<file path="src/yprc_pkg.sv">
// ----------------------------------------------------------------------------
// yprc_pkg
// Types, codes and fixed-point constants of the yaw PI rotation controller.
// ----------------------------------------------------------------------------
package yprc_pkg;

	localparam int TIMEOUT_LIMIT_DEF = 3;

	localparam int CFG_IDX_W = 3;
	localparam int CFG_DATA_W = 16;

	// register indexes on the configuration channel
	localparam logic [CFG_IDX_W-1:0] REG_MAX_RATE    = 3'd0;
	localparam logic [CFG_IDX_W-1:0] REG_TURN_OFFSET = 3'd1;
	localparam logic [CFG_IDX_W-1:0] REG_TOLERANCE   = 3'd2;
	localparam logic [CFG_IDX_W-1:0] REG_PROP_GAIN   = 3'd3;
	localparam logic [CFG_IDX_W-1:0] REG_INTEG_GAIN  = 3'd4;

	// register reset values
	localparam logic [15:0] MAX_RATE_RST    = 16'd8192;
	localparam logic [15:0] TURN_OFFSET_RST = 16'd0;
	localparam logic [14:0] TOLERANCE_RST   = 15'd82;
	localparam logic [15:0] PROP_GAIN_RST   = 16'd256;
	localparam logic [15:0] INTEG_GAIN_RST  = 16'd0;

	// item function codes
	localparam logic FUNC_MEAS    = 1'b0;
	localparam logic FUNC_TIMEOUT = 1'b1;

	// angles are 1/8192 rad per LSB; raw error is 18 bits wide
	localparam logic signed [17:0] ANG_PI     = 18'sd25736;
	localparam logic signed [17:0] ANG_NEG_PI = -18'sd25736;
	localparam logic signed [17:0] ANG_TWO_PI = 18'sd51472;

	// 0.033 in signed Q0.16
	localparam logic signed [16:0] INTEG_STEP = 17'sd2163;

	// half of the 2^24 output scale, for round half up
	localparam logic signed [49:0] ROUND_HALF = 50'sd8388608;

	localparam logic signed [31:0] INTEG_MAX = 32'sh7fff_ffff;
	localparam logic signed [31:0] INTEG_MIN = 32'sh8000_0000;

	typedef enum logic [1:0] {
		STAT_RUN     = 2'd0,
		STAT_SUCCESS = 2'd1,
		STAT_FAIL    = 2'd2
	} status_t;

	typedef enum logic [3:0] {
		ST_IDLE,
		ST_WRAP,
		ST_MUL_I,
		ST_ACC_I,
		ST_MUL_P,
		ST_MUL_K,
		ST_SUM,
		ST_CLAMP,
		ST_DONE
	} state_t;

	typedef struct packed {
		logic        [15:0] max_rate;
		logic signed [15:0] turn_offset;
		logic        [14:0] tolerance;
		logic        [15:0] prop_gain;
		logic        [15:0] integ_gain;
	} cfg_t;

endpackage

</file>
<file path="src/yprc_item_if.sv">
// ----------------------------------------------------------------------------
// yprc_item_if
// Input channel: one yaw measurement or timeout tick per word.
// ----------------------------------------------------------------------------
interface yprc_item_if;
	logic               valid;
	logic               ready;
	logic               func;
	logic signed [15:0] yaw;

	modport source (output valid, output func, output yaw, input ready);
	modport sink (input valid, input func, input yaw, output ready);
endinterface

</file>
<file path="src/yprc_result_if.sv">
// ----------------------------------------------------------------------------
// yprc_result_if
// Result channel: status and turn-rate command, one word per input word.
// ----------------------------------------------------------------------------
interface yprc_result_if;
	logic               valid;
	logic               ready;
	logic        [1:0]  status;
	logic               drive_valid;
	logic signed [16:0] drive;

	modport source (output valid, output status, output drive_valid, output drive,
		input ready);
	modport sink (input valid, input status, input drive_valid, input drive,
		output ready);
endinterface

</file>
<file path="src/yprc_cfg_if.sv">
// ----------------------------------------------------------------------------
// yprc_cfg_if
// Configuration write channel: register index and write data.
// ----------------------------------------------------------------------------
interface yprc_cfg_if;
	logic                            valid;
	logic                            ready;
	logic [yprc_pkg::CFG_IDX_W-1:0]  index;
	logic [yprc_pkg::CFG_DATA_W-1:0] data;

	modport source (output valid, output index, output data, input ready);
	modport sink (input valid, input index, input data, output ready);
endinterface

</file>
<file path="src/yprc_cfg.sv">
// ----------------------------------------------------------------------------
// yprc_cfg
// Configuration register file; writes to unknown indexes are dropped.
// ----------------------------------------------------------------------------
module yprc_cfg (
	input  logic           clk,
	input  logic           arst_n,
	yprc_cfg_if.sink       cfg,
	output yprc_pkg::cfg_t regs
);

	yprc_pkg::cfg_t regs_q;

	assign cfg.ready = 1'b1;
	assign regs = regs_q;

	always_ff @(posedge clk or negedge arst_n) begin
		if (!arst_n) begin
			regs_q.max_rate    <= yprc_pkg::MAX_RATE_RST;
			regs_q.turn_offset <= yprc_pkg::TURN_OFFSET_RST;
			regs_q.tolerance   <= yprc_pkg::TOLERANCE_RST;
			regs_q.prop_gain   <= yprc_pkg::PROP_GAIN_RST;
			regs_q.integ_gain  <= yprc_pkg::INTEG_GAIN_RST;
		end else if (cfg.valid) begin
			case (cfg.index)
				yprc_pkg::REG_MAX_RATE:    regs_q.max_rate    <= cfg.data;
				yprc_pkg::REG_TURN_OFFSET: regs_q.turn_offset <= cfg.data;
				yprc_pkg::REG_TOLERANCE:   regs_q.tolerance   <= cfg.data[14:0];
				yprc_pkg::REG_PROP_GAIN:   regs_q.prop_gain   <= cfg.data;
				yprc_pkg::REG_INTEG_GAIN:  regs_q.integ_gain  <= cfg.data;
				default: ;
			endcase
		end
	end

endmodule

</file>
<file path="src/yprc_mul.sv">
// ----------------------------------------------------------------------------
// yprc_mul
// Shared signed 32x17 multiplier with a registered product.
// ----------------------------------------------------------------------------
module yprc_mul (
	input  logic               clk,
	input  logic signed [31:0] a,
	input  logic signed [16:0] b,
	output logic signed [48:0] prod_s1
);

	always_ff @(posedge clk) begin
		prod_s1 <= a * b;
	end

endmodule

</file>
<file path="src/yaw_pi_rotation_controller.sv">
// ----------------------------------------------------------------------------
// yaw_pi_rotation_controller
// PI turn-rate controller toward a relative yaw goal, with angle wrap.
//
// Channels: item (func, yaw) in, result (status, drive_valid, drive) out,
// cfg writes registers 0..4 (max_rate, turn_offset, tolerance, prop_gain,
// integ_gain); cfg is always ready and should be written only while idle.
// Every input word yields exactly one result word.
// A small sequencer runs one shared 32x17 multiplier for the integral step
// and, when a measurement issues a command, the proportional and integral
// terms, with one add/sub per cycle for the angle wrap.
// A timeout tick goes from idle straight to done; a measurement runs the
// wrap and the integral step, then done if it reaches the goal, else sum and clamp.
// The item channel is ready only in the idle state, so no new word is
// accepted until the sequencer is back in idle.
// The finished word sits in an output register; the next word is accepted
// while it waits, but a further result holds in the sequencer until the
// receiver takes the one before it.
// Reset clears the goal, the integral, the miss count and the registers to
// their defaults; no result is pending after reset.
// ----------------------------------------------------------------------------
module yaw_pi_rotation_controller #(
	parameter int TIMEOUT_LIMIT = yprc_pkg::TIMEOUT_LIMIT_DEF
) (
	input  logic        clk,
	input  logic        arst_n,
	yprc_item_if.sink   item,
	yprc_result_if.source result,
	yprc_cfg_if.sink    cfg
);

	localparam logic [1:0] MISS_LIMIT = 2'(TIMEOUT_LIMIT);

	yprc_pkg::cfg_t   regs;
	yprc_pkg::state_t state_q, state_d;

	logic                goal_set_q;
	logic signed [16:0]  goal_q;
	logic signed [31:0]  integ_q;
	logic [1:0]          miss_q;
	logic signed [17:0]  err_q;
	logic signed [49:0]  sum_q;

	yprc_pkg::status_t   res_status_q;
	logic                res_dv_q;
	logic signed [16:0]  res_drive_q;

	logic                out_valid_q;
	yprc_pkg::status_t   out_status_q;
	logic                out_dv_q;
	logic signed [16:0]  out_drive_q;

	logic signed [31:0]  mul_a;
	logic signed [16:0]  mul_b;
	logic signed [48:0]  prod_s1;

	logic signed [16:0]  goal_new;
	logic signed [16:0]  goal_sel;
	logic signed [17:0]  err_new;
	logic [1:0]          miss_nx;
	logic signed [33:0]  acc;
	logic signed [31:0]  acc_sat;
	logic [15:0]         err_mag;
	logic signed [25:0]  rate;
	logic signed [25:0]  max_ext;
	logic signed [16:0]  drive_clamp;
	logic                out_free;

	yprc_cfg u_cfg (
		.clk    (clk),
		.arst_n (arst_n),
		.cfg    (cfg),
		.regs   (regs)
	);

	yprc_mul u_mul (
		.clk     (clk),
		.a       (mul_a),
		.b       (mul_b),
		.prod_s1 (prod_s1)
	);

	assign result.valid       = out_valid_q;
	assign result.status      = out_status_q;
	assign result.drive_valid = out_dv_q;
	assign result.drive       = out_drive_q;

	assign out_free = !out_valid_q || result.ready;

	// goal latch and raw error
	assign goal_new = 17'(item.yaw) + 17'(regs.turn_offset);
	assign goal_sel = goal_set_q ? goal_q : goal_new;
	assign err_new  = 18'(goal_sel) - 18'(item.yaw);
	assign miss_nx  = miss_q + 2'd1;

	// integral step with saturation
	assign acc = 34'(integ_q) + 34'(prod_s1);
	always_comb begin
		if (!acc[33] && (acc[32:31] != 2'b00)) begin
			acc_sat = yprc_pkg::INTEG_MAX;
		end else if (acc[33] && (acc[32:31] != 2'b11)) begin
			acc_sat = yprc_pkg::INTEG_MIN;
		end else begin
			acc_sat = acc[31:0];
		end
	end

	assign err_mag = err_q[17] ? 16'(-err_q) : err_q[15:0];

	// rate clamp
	assign rate    = sum_q[49:24];
	assign max_ext = 26'(regs.max_rate);
	always_comb begin
		if (rate > max_ext) begin
			drive_clamp = 17'(max_ext);
		end else if (rate < -max_ext) begin
			drive_clamp = 17'(-max_ext);
		end else begin
			drive_clamp = rate[16:0];
		end
	end

	always_ff @(posedge clk or negedge arst_n) begin
		if (!arst_n) begin
			state_q <= yprc_pkg::ST_IDLE;
		end else begin
			state_q <= state_d;
		end
	end

	always_comb begin
		state_d    = state_q;
		item.ready = 1'b0;
		mul_a      = 32'(err_q);
		mul_b      = yprc_pkg::INTEG_STEP;
		case (state_q)
			yprc_pkg::ST_IDLE: begin
				item.ready = 1'b1;
				if (item.valid) begin
					state_d = (item.func == yprc_pkg::FUNC_TIMEOUT) ?
						yprc_pkg::ST_DONE : yprc_pkg::ST_WRAP;
				end
			end
			yprc_pkg::ST_WRAP: begin
				if ((err_q <= yprc_pkg::ANG_PI) && (err_q >= yprc_pkg::ANG_NEG_PI)) begin
					state_d = yprc_pkg::ST_MUL_I;
				end
			end
			yprc_pkg::ST_MUL_I: begin
				state_d = yprc_pkg::ST_ACC_I;
			end
			yprc_pkg::ST_ACC_I: begin
				state_d = (err_mag <= 16'(regs.tolerance)) ?
					yprc_pkg::ST_DONE : yprc_pkg::ST_MUL_P;
			end
			yprc_pkg::ST_MUL_P: begin
				mul_b   = 17'(regs.prop_gain);
				state_d = yprc_pkg::ST_MUL_K;
			end
			yprc_pkg::ST_MUL_K: begin
				mul_a   = integ_q;
				mul_b   = 17'(regs.integ_gain);
				state_d = yprc_pkg::ST_SUM;
			end
			yprc_pkg::ST_SUM: begin
				state_d = yprc_pkg::ST_CLAMP;
			end
			yprc_pkg::ST_CLAMP: begin
				state_d = yprc_pkg::ST_DONE;
			end
			yprc_pkg::ST_DONE: begin
				if (out_free) begin
					state_d = yprc_pkg::ST_IDLE;
				end
			end
			default: begin
				state_d = yprc_pkg::ST_IDLE;
			end
		endcase
	end

	always_ff @(posedge clk or negedge arst_n) begin
		if (!arst_n) begin
			goal_set_q   <= 1'b0;
			goal_q       <= '0;
			integ_q      <= '0;
			miss_q       <= '0;
			err_q        <= '0;
			sum_q        <= '0;
			res_status_q <= yprc_pkg::STAT_RUN;
			res_dv_q     <= 1'b0;
			res_drive_q  <= '0;
			out_valid_q  <= 1'b0;
			out_status_q <= yprc_pkg::STAT_RUN;
			out_dv_q     <= 1'b0;
			out_drive_q  <= '0;
		end else begin
			// load a finished word, else drop the one the receiver took
			if ((state_q == yprc_pkg::ST_DONE) && out_free) begin
				out_valid_q <= 1'b1;
			end else if (result.ready) begin
				out_valid_q <= 1'b0;
			end
			case (state_q)
				yprc_pkg::ST_IDLE: begin
					if (item.valid) begin
						res_dv_q    <= 1'b0;
						res_drive_q <= '0;
						if (item.func == yprc_pkg::FUNC_TIMEOUT) begin
							if (miss_nx >= MISS_LIMIT) begin
								miss_q       <= '0;
								integ_q      <= '0;
								res_status_q <= yprc_pkg::STAT_FAIL;
							end else begin
								miss_q       <= miss_nx;
								res_status_q <= yprc_pkg::STAT_RUN;
							end
						end else begin
							miss_q <= '0;
							err_q  <= err_new;
							if (!goal_set_q) begin
								integ_q    <= '0;
								goal_q     <= goal_new;
								goal_set_q <= 1'b1;
							end
						end
					end
				end
				yprc_pkg::ST_WRAP: begin
					if (err_q > yprc_pkg::ANG_PI) begin
						err_q <= err_q - yprc_pkg::ANG_TWO_PI;
					end else if (err_q < yprc_pkg::ANG_NEG_PI) begin
						err_q <= err_q + yprc_pkg::ANG_TWO_PI;
					end
				end
				yprc_pkg::ST_ACC_I: begin
					integ_q <= acc_sat;
					if (err_mag <= 16'(regs.tolerance)) begin
						goal_set_q   <= 1'b0;
						res_status_q <= yprc_pkg::STAT_SUCCESS;
					end
				end
				yprc_pkg::ST_MUL_K: begin
					// proportional term, scaled up by 2^16 to meet the integral term
					sum_q <= {prod_s1[33:0], 16'd0};
				end
				yprc_pkg::ST_SUM: begin
					sum_q <= sum_q + 50'(prod_s1) + yprc_pkg::ROUND_HALF;
				end
				yprc_pkg::ST_CLAMP: begin
					res_status_q <= yprc_pkg::STAT_RUN;
					res_dv_q     <= 1'b1;
					res_drive_q  <= drive_clamp;
				end
				yprc_pkg::ST_DONE: begin
					if (out_free) begin
						out_status_q <= res_status_q;
						out_dv_q     <= res_dv_q;
						out_drive_q  <= res_drive_q;
					end
				end
				default: ;
			endcase
		end
	end

	// a new result word only comes out of the done state
	a_out_from_done: assert property (@(posedge clk) disable iff (!arst_n)
		$rose(out_valid_q) |-> $past(state_q == yprc_pkg::ST_DONE))
		else $error("result word raised outside the done state");

	// the goal is dropped only on success
	a_goal_drop: assert property (@(posedge clk) disable iff (!arst_n)
		$fell(goal_set_q) |-> (res_status_q == yprc_pkg::STAT_SUCCESS))
		else $error("goal cleared without success");

	// a turn command always carries running status
	a_cmd_status: assert property (@(posedge clk) disable iff (!arst_n)
		(out_valid_q && out_dv_q) |-> (out_status_q == yprc_pkg::STAT_RUN))
		else $error("turn command with non-running status");

	// the miss count is cleared on reaching the limit
	a_miss_bound: assert property (@(posedge clk) disable iff (!arst_n)
		miss_q < MISS_LIMIT)
		else $error("miss count at or above limit");

endmodule

</file>
<file path="src/flat_wrapper.sv">
// flat-port wrapper written by rule: the top's interface ports become plain ports
module yaw_pi_rotation_controller_flat 
#(
	parameter int TIMEOUT_LIMIT = yprc_pkg::TIMEOUT_LIMIT_DEF
)
  (clk, arst_n, item_valid, item_func, item_yaw, item_ready, result_valid, result_status, result_drive_valid, result_drive, result_ready, cfg_valid, cfg_index, cfg_data, cfg_ready);
  yprc_item_if item_i ();
  yprc_result_if result_i ();
  yprc_cfg_if cfg_i ();
  input  logic clk;
  input  logic arst_n;
  input wire logic [$bits(item_i.valid)-1:0] item_valid;
  input wire logic [$bits(item_i.func)-1:0] item_func;
  input wire logic [$bits(item_i.yaw)-1:0] item_yaw;
  output wire logic [$bits(item_i.ready)-1:0] item_ready;
  output wire logic [$bits(result_i.valid)-1:0] result_valid;
  output wire logic [$bits(result_i.status)-1:0] result_status;
  output wire logic [$bits(result_i.drive_valid)-1:0] result_drive_valid;
  output wire logic [$bits(result_i.drive)-1:0] result_drive;
  input wire logic [$bits(result_i.ready)-1:0] result_ready;
  input wire logic [$bits(cfg_i.valid)-1:0] cfg_valid;
  input wire logic [$bits(cfg_i.index)-1:0] cfg_index;
  input wire logic [$bits(cfg_i.data)-1:0] cfg_data;
  output wire logic [$bits(cfg_i.ready)-1:0] cfg_ready;
  assign item_i.valid = item_valid;
  assign item_i.func = item_func;
  assign item_i.yaw = item_yaw;
  assign item_ready = item_i.ready;
  assign result_valid = result_i.valid;
  assign result_status = result_i.status;
  assign result_drive_valid = result_i.drive_valid;
  assign result_drive = result_i.drive;
  assign result_i.ready = result_ready;
  assign cfg_i.valid = cfg_valid;
  assign cfg_i.index = cfg_index;
  assign cfg_i.data = cfg_data;
  assign cfg_ready = cfg_i.ready;
  yaw_pi_rotation_controller #(.TIMEOUT_LIMIT(TIMEOUT_LIMIT)) u_core (.clk(clk), .arst_n(arst_n), .item(item_i), .result(result_i), .cfg(cfg_i));
endmodule
</file>
<file path="config.mk">
export PLATFORM = sky130hd
export DESIGN_NAME = yaw_pi_rotation_controller_flat
export DESIGN_NICKNAME = d
export VERILOG_FILES = /design/src/yprc_pkg.sv /design/src/yprc_item_if.sv /design/src/yprc_result_if.sv /design/src/yprc_cfg_if.sv /design/src/yprc_cfg.sv /design/src/yprc_mul.sv /design/src/yaw_pi_rotation_controller.sv /design/src/flat_wrapper.sv
export SDC_FILE = /design/constraint.sdc
export NUM_CORES = 2
export LEC_CHECK = 0
export ABC_AREA = 1
export BUFFER_PORTS_ARGS = -buffer_cell sky130_fd_sc_hd__buf_4
export CORE_ASPECT_RATIO = 0.7
export CORE_MARGIN = 2
export CORE_UTILIZATION = 60
export CTS_BUF_LIST = sky130_fd_sc_hd__clkbuf_16
export DETAILED_ROUTE_END_ITERATION = 8
export PLACE_DENSITY_LB_ADDON = 0.25
export SETUP_SLACK_MARGIN = 0.5
export SYNTH_ARGS = -nofsm -noshare
export SYNTH_HDL_FRONTEND = slang
export SYNTH_HIERARCHICAL = 1
export SYNTH_SLANG_ARGS = --single-unit
</file>
<file path="constraint.sdc">
create_clock -name clk -period 7.3 [get_ports clk]
set_input_delay 0.73 -clock clk [delete_from_list [all_inputs] [get_ports clk]]
set_output_delay 0.73 -clock clk [all_outputs]
set_load 0.03 [all_outputs]
</file>
-- Word level (Yosys, flattened, before mapping)
Index checks and enable logic that the tools add are counted.
- add/subtract/negate cells: 10
- $mul: 1
- magnitude comparators: 8
- eq/ne operators: 22
- multiplexer cells: 43
- bitwise gates (word level): 1
- reduce and logical (&&, ||, !) cells: 30
- operator list (operator ; count):
    $mux 32 ; 7
    $pmux 50 s2 ; 1
    $mux 18 ; 4
    $mux 17 ; 4
    $pmux 32 s2 ; 1
    $add 50x25->50 const B ; 1
    $add 50x49->50 ; 1
    $mul 32x17->49 ; 1
    $pmux 18 s2 ; 1
    $pmux 4 s9 ; 1
    $add 32x34->34 ; 1
    $pmux 17 s2 ; 1
    $pmux 16 s2 ; 1
    $gt 26x17->1 ; 1
    $lt 26x26->1 ; 1
    $neg 16->26 ; 1
    $mux 4 ; 5
    $add 18x17->18 const B ; 1
    $ge 18x16->1 const B ; 1
    $gt 18x16->1 const B ; 1
    $le 18x16->1 const B ; 1
    $lt 18x16->1 const B ; 1
    $sub 17x16->18 ; 1
    $sub 18x17->18 const B ; 1
    33 further kinds ; 75
- flip-flop bits (word level): 293
- input port bits: 41

-- Logic depth before layout (Yosys ltp)
- depth in word-level cells: 6
- gate-level depth with buffers: 38

-- Modules after synthesis
The synthesis kept the hierarchy.
- modules (own cells, without submodules) (module ; times used ; cells each ; area each (µm²)):
    yprc_mul ; 1 ; 2918 ; 21763.4
    yaw_pi_rotation_controller ; 1 ; 2961 ; 18964.4
    yprc_cfg ; 1 ; 354 ; 3155.5

-- Worst setup path after synthesis
No wires, ideal clock.
- path type: reg2reg
- start: reg u_core.state_q[3]
- end: reg u_core.u_mul.prod_s1[22]
- setup time: 0.118 ns
- arrival time: 6.462 ns
- path slack: 0.720 ns
- stages on the path, launching flop included: 30
- buffers on the path: 4
- clock period less this slack: 6.580 ns
- path through: dfrtp_1 nor2_1 inv_1 nor2_1 buf_2 buf_1 nand2_1 o21ai_0 clkbuf_1 clkbuf_1 nand2_1 fa_1 inv_1 fa_1 inv_1 fa_1 inv_1 fa_1 fa_1 inv_1 fa_1 inv_1 ha_1 nand2_1 nor2_1 nand2_2 nor3_1 o21ai_0 inv_1 nor2_1
- word-level cells in the longest chain between the ends: 3
- elaborated cells between the ends (all ways): 5
- those cells by class: mul (1); eq/ne (2); mux (2)
- RTL lines (element ; RTL line ; text):
    start: declaration ; yaw_pi_rotation_controller.sv:35 ; yprc_pkg::state_t state_q, state_d;
    start signal: assignment ; yaw_pi_rotation_controller.sv:125 ; state_q <= yprc_pkg::ST_IDLE;
    start signal: assignment ; yaw_pi_rotation_controller.sv:127 ; state_q <= state_d;
    $eq 4x3->1 ; yaw_pi_rotation_controller.sv:136 ; case (state_q)
    $mux 32 ; yaw_pi_rotation_controller.sv:136 ;
    named net u_core.mul_a[7] ; yaw_pi_rotation_controller.sv:53 ; logic signed [31:0] mul_a;
    $mul 32x17->49 ; yprc_mul.sv:13 ; prod_s1 <= a * b;
    end signal: assignment ; yprc_mul.sv:13 ;
    end: declaration ; yprc_mul.sv:9 ; output logic signed [48:0] prod_s1
The timed path passes the listed nets, and every way through them passes these cells.
A chain may end at the register's enable or synchronous reset.

-- Worst setup path after layout
- start: reg u_core.state_q[0]
- end: reg u_core.u_mul.prod_s1[43]
Same word-level chain as after synthesis.

==> summary.txt <==
Worst setup path
  – Critical path class: reg2reg
  – Reg-to-reg slack, setup: 0.64 ns
  – Setup crit start kind: register
  – Crit Path Max Fanout: 8
  – R2R Path Start: u_core/state_q[0]
  – Required @ worst endpoint: 7.79 ns
  – Critical path capture point type: register
  – Worst R2R Path Depth: 25
  – CP arrival: 7.15 ns
  – Reg-to-Reg End: u_core/u_mul/prod_s1[43]

Global routing
  – Vias in the first global route: 38.99k
  – Met2 global-route usage: 0.5336
  – Met3 GRT Util: 0.1297
  – Initial antenna violation count: 4
  – Met1 usage: 0.6030
  – First-pass GRT wire length: 229.0 mm
  – Gr ovfl total: 0
  – Largest net degree at the start of global routing: 90
  – GRT busiest layer: met1
  – GRT Overall Usage: 0.3961

Synthesis
  – Top cells by count, synth: nand2_1, inv_1, fa_1
  – Cells after Synth: 6233
  – Synthesized Nets: 7148
  – Dominant cell type by area after synthesis: fa_1
  – Sequential fraction of the synthesis area: 0.1616
  – #FFs+latches synth: 293
  – Most frequent cell after synthesis: nand2_1
  – Synth unique cells: 59
  – Number of synthesized flops with an enable pin: 0
  – Leading register cell type out of synthesis: dfrtp_1
  – Ys async rst share: 0.8328
  – Top cell type's share of synthesized area: 0.2400
  – Mapped Area: 43880 sq um
  – Ys Warns: 6
  – Avg Synthesized Cell Area: 7.040 sq um
  – Synth area leaders: fa_1, nand2_1, dfrtp_1

Route
  – Average wire per standard cell: 20.62 um
  – # DRC: 0
  – Iter 0 DRT Violations: 5202
  – Drt pass-1 iters: 6
  – DR vias: 41.29k
  – Post-DRT Antenna Nets: 0
  – DRT Wirelength: 149.9 mm
  – Vias/cell: 5.682

Final layout
  – Nets@finish: 7191
  – Synth-to-layout area growth: 9.426%
  – Filler cell count in the final layout: 6369
  – Final std cell area, no fill: 48020 sq um
  – Layout cell share with drive strength beyond 1: 0.08794

Placement
  – GP Congestion: 1.066
  – I/O Buffers: 62
  – Pre-CTS setup slack: -0.04678 ns
  – Post-place instance area: 45560 sq um
  – Dpl hpwl: 118.3 mm

Timing
  – Worst-Margin Slew: 1.346 ns
  – Clk_skew: 0.01424 ns
  – Fin crit period: 6.662 ns
  – Max frequency: 150.1 MHz
  – Worst Slack Setup Final: 0.6383 ns
  – Slew margin rel.: 0.09968
  – Final worst path period share: 0.9126
  – Max-slew violations: 0
  – Final Hold Vio Count: 0
  – RSZ-0062 raised after global routing: yes
  – Setup violators final: 0

Clock network
  – CTS tree: done
  – CTS Buf Count: 30
  – CTS clk-pin slew, worst paths: 0.07 ns
  – Sink Count: 293
  – # H-tree levels: 1
  – Worst skew pair latency: 0.61 ns
  – Root buffer cell: clkbuf_16
  – CTS Buffer Depth: 3

Floorplan
  – Initial Utilization: 0.6093
  – Core area: 72020 sq um
  – Die width: 327.2 um
  – Die Y: 230.3 um
  – Die ar.: 75350 sq um
  – Site row count: 82
  – IO Pins: 64

Job
  – MaxCap Viol Count: 0

Outcome
  – Outcome: completed

Hold path
  – Min-delay worst type: in2async
[state kept, by name, summed over array words and instances (netlist names), 2 cells and up]
| register | flops |
|---|---|
| u_core/state_q | 4 |
| u_core/result.status | 2 |
| u_core/u_cfg/regs | 79 |
| u_core/sum_q | 50 |
| u_core/err_q | 18 |
| u_core/u_mul/prod_s1 | 49 |
| u_core/miss_q | 2 |
| u_core/res_status_q | 2 |
| u_core/res_drive_q | 17 |
| u_core/goal_q | 17 |
| u_core/result.drive | 17 |
| u_core/integ_q | 32 |
[layout make-up]
cell class	instances	area, sq um	area share
antenna	2	5.005	0.0001042
inverter	1338	5032	0.1048
clock buffer	32	800.8	0.01668
multi-input combinational	4407	31730	0.6608
sequential	293	7094	0.1477
timing repair buffer	206	1941	0.04041
clock inverter	24	207.7	0.004325
tap	966	1209	0.02517
[through the flow]
step / utilization / hold WS [ns] / instances / TNS (ns)
CTS: 0.6503 / 0.1806 / 7224 / 0
finish: 0.6667 / 0.1485 / 7268 / 0
detailed placement: 0.6326 / 0.4580 / 7156 / -0.04678
global placement: 0.6326 / 0.4510 / 7156 / 0
global route: 0.6666 / 0.2056 / 7266 / 0
floorplan: - / 0.4344 / 6233 / 0
[how the worst max path moves through the flow]
stage / start / endpoint / depth (start not counted)
floorplan: u_core/state_q[3] / u_core/u_mul/prod_s1[22] / 29
global placement: u_core/state_q[0] / u_core/u_mul/prod_s1[37] / 30
detailed placement: u_core/state_q[0] / u_core/u_mul/prod_s1[37] / 30
CTS: u_core/state_q[0] / u_core/u_mul/prod_s1[43] / 28
global route: u_core/state_q[0] / u_core/u_mul/prod_s1[46] / 32
finish: u_core/state_q[0] / u_core/u_mul/prod_s1[43] / 25
[repair_timing]
item / 4_1_cts / 5_1_grt
pin swaps: 2 / 21
endpoints found under the setup margin: 35 / 35
resized for setup: 40 / 184
hold buffers: 0 / 0
cloned: 1 / 5
setup buffers: 11 / 37
[critical path, stage by stage, from the launching register on]
cell and delay, ns:
dfrtp_2 0.45, inv_4 0.08, nor2_2 0.07, inv_1 0.08, nor2_4 0.13, buf_12 0.14, clkinvlp_4 0.20, o21ai_4 0.31
buf_6 0.19, nand2_1 0.10, inv_1 0.09, fa_2 0.51, fa_2 0.64, buf_6 0.12, fa_1 0.43, fa_1 0.58
fa_1 0.43, fa_1 0.45, ha_1 0.43, nand2_1 0.20, nor2_2 0.21, nand2_1 0.12, nor2_1 0.23, nand3_2 0.14
nand4_1 0.11, nand2_1 0.08
[layout by cell type, fill, tap and decap left out, types with 9 or more instances in the layout]
master and n:
nand2_1 1901, inv_1 1311, fa_1 520, nor2_1 326
nand3_1 326, ha_1 319, dfrtp_1 238, a21oi_1 232
o21ai_0 199, buf_4 152, xor2_1 70, nand2_2 55
nand4_1 50, dfxtp_1 49, nor2_2 38, nor3_1 34
clkbuf_16 33, nand3_2 32, xnor2_1 26, inv_2 24
buf_6 23, nor2_4 22, o21bai_1 22, ha_4 20
mux2_2 18, buf_12 17, or2_2 17, o21ai_1 15
nand2_4 12, o21a_1 12, buf_8 11, nand3b_1 11
a21o_1 11, o211ai_1 10, a32o_1 9, ha_2 9
[routing by layer]
metal	part of all wire	vias up
met5	0.000073	-
met4	0.033	2
met3	0.15	285
met1	0.43	19700
li1	-	18960
met2	0.39	2350
[cells by family (layout without fill, tap and decap cells)]
logic type               count (synthesis)  count (layout)  share of synthesized area
XOR/XNOR                                98              98                    0.01956
other                                    2               4                  0.0001711
AO/OA/AOI/OAI                          563             564                    0.07114
flip-flops                             293             293                     0.1616
AND/OR/NAND/NOR                       2850            2850                     0.2699
buffers and inverters                 1534            1600                     0.1336
multiplexers                            19              19                   0.004847
adder cells (fa/ha/maj)                874             874                     0.3392
Power is left out: the tool's default activity adds up to more than one toggle a clock period on the data nets, which glitch-free logic cannot reach.
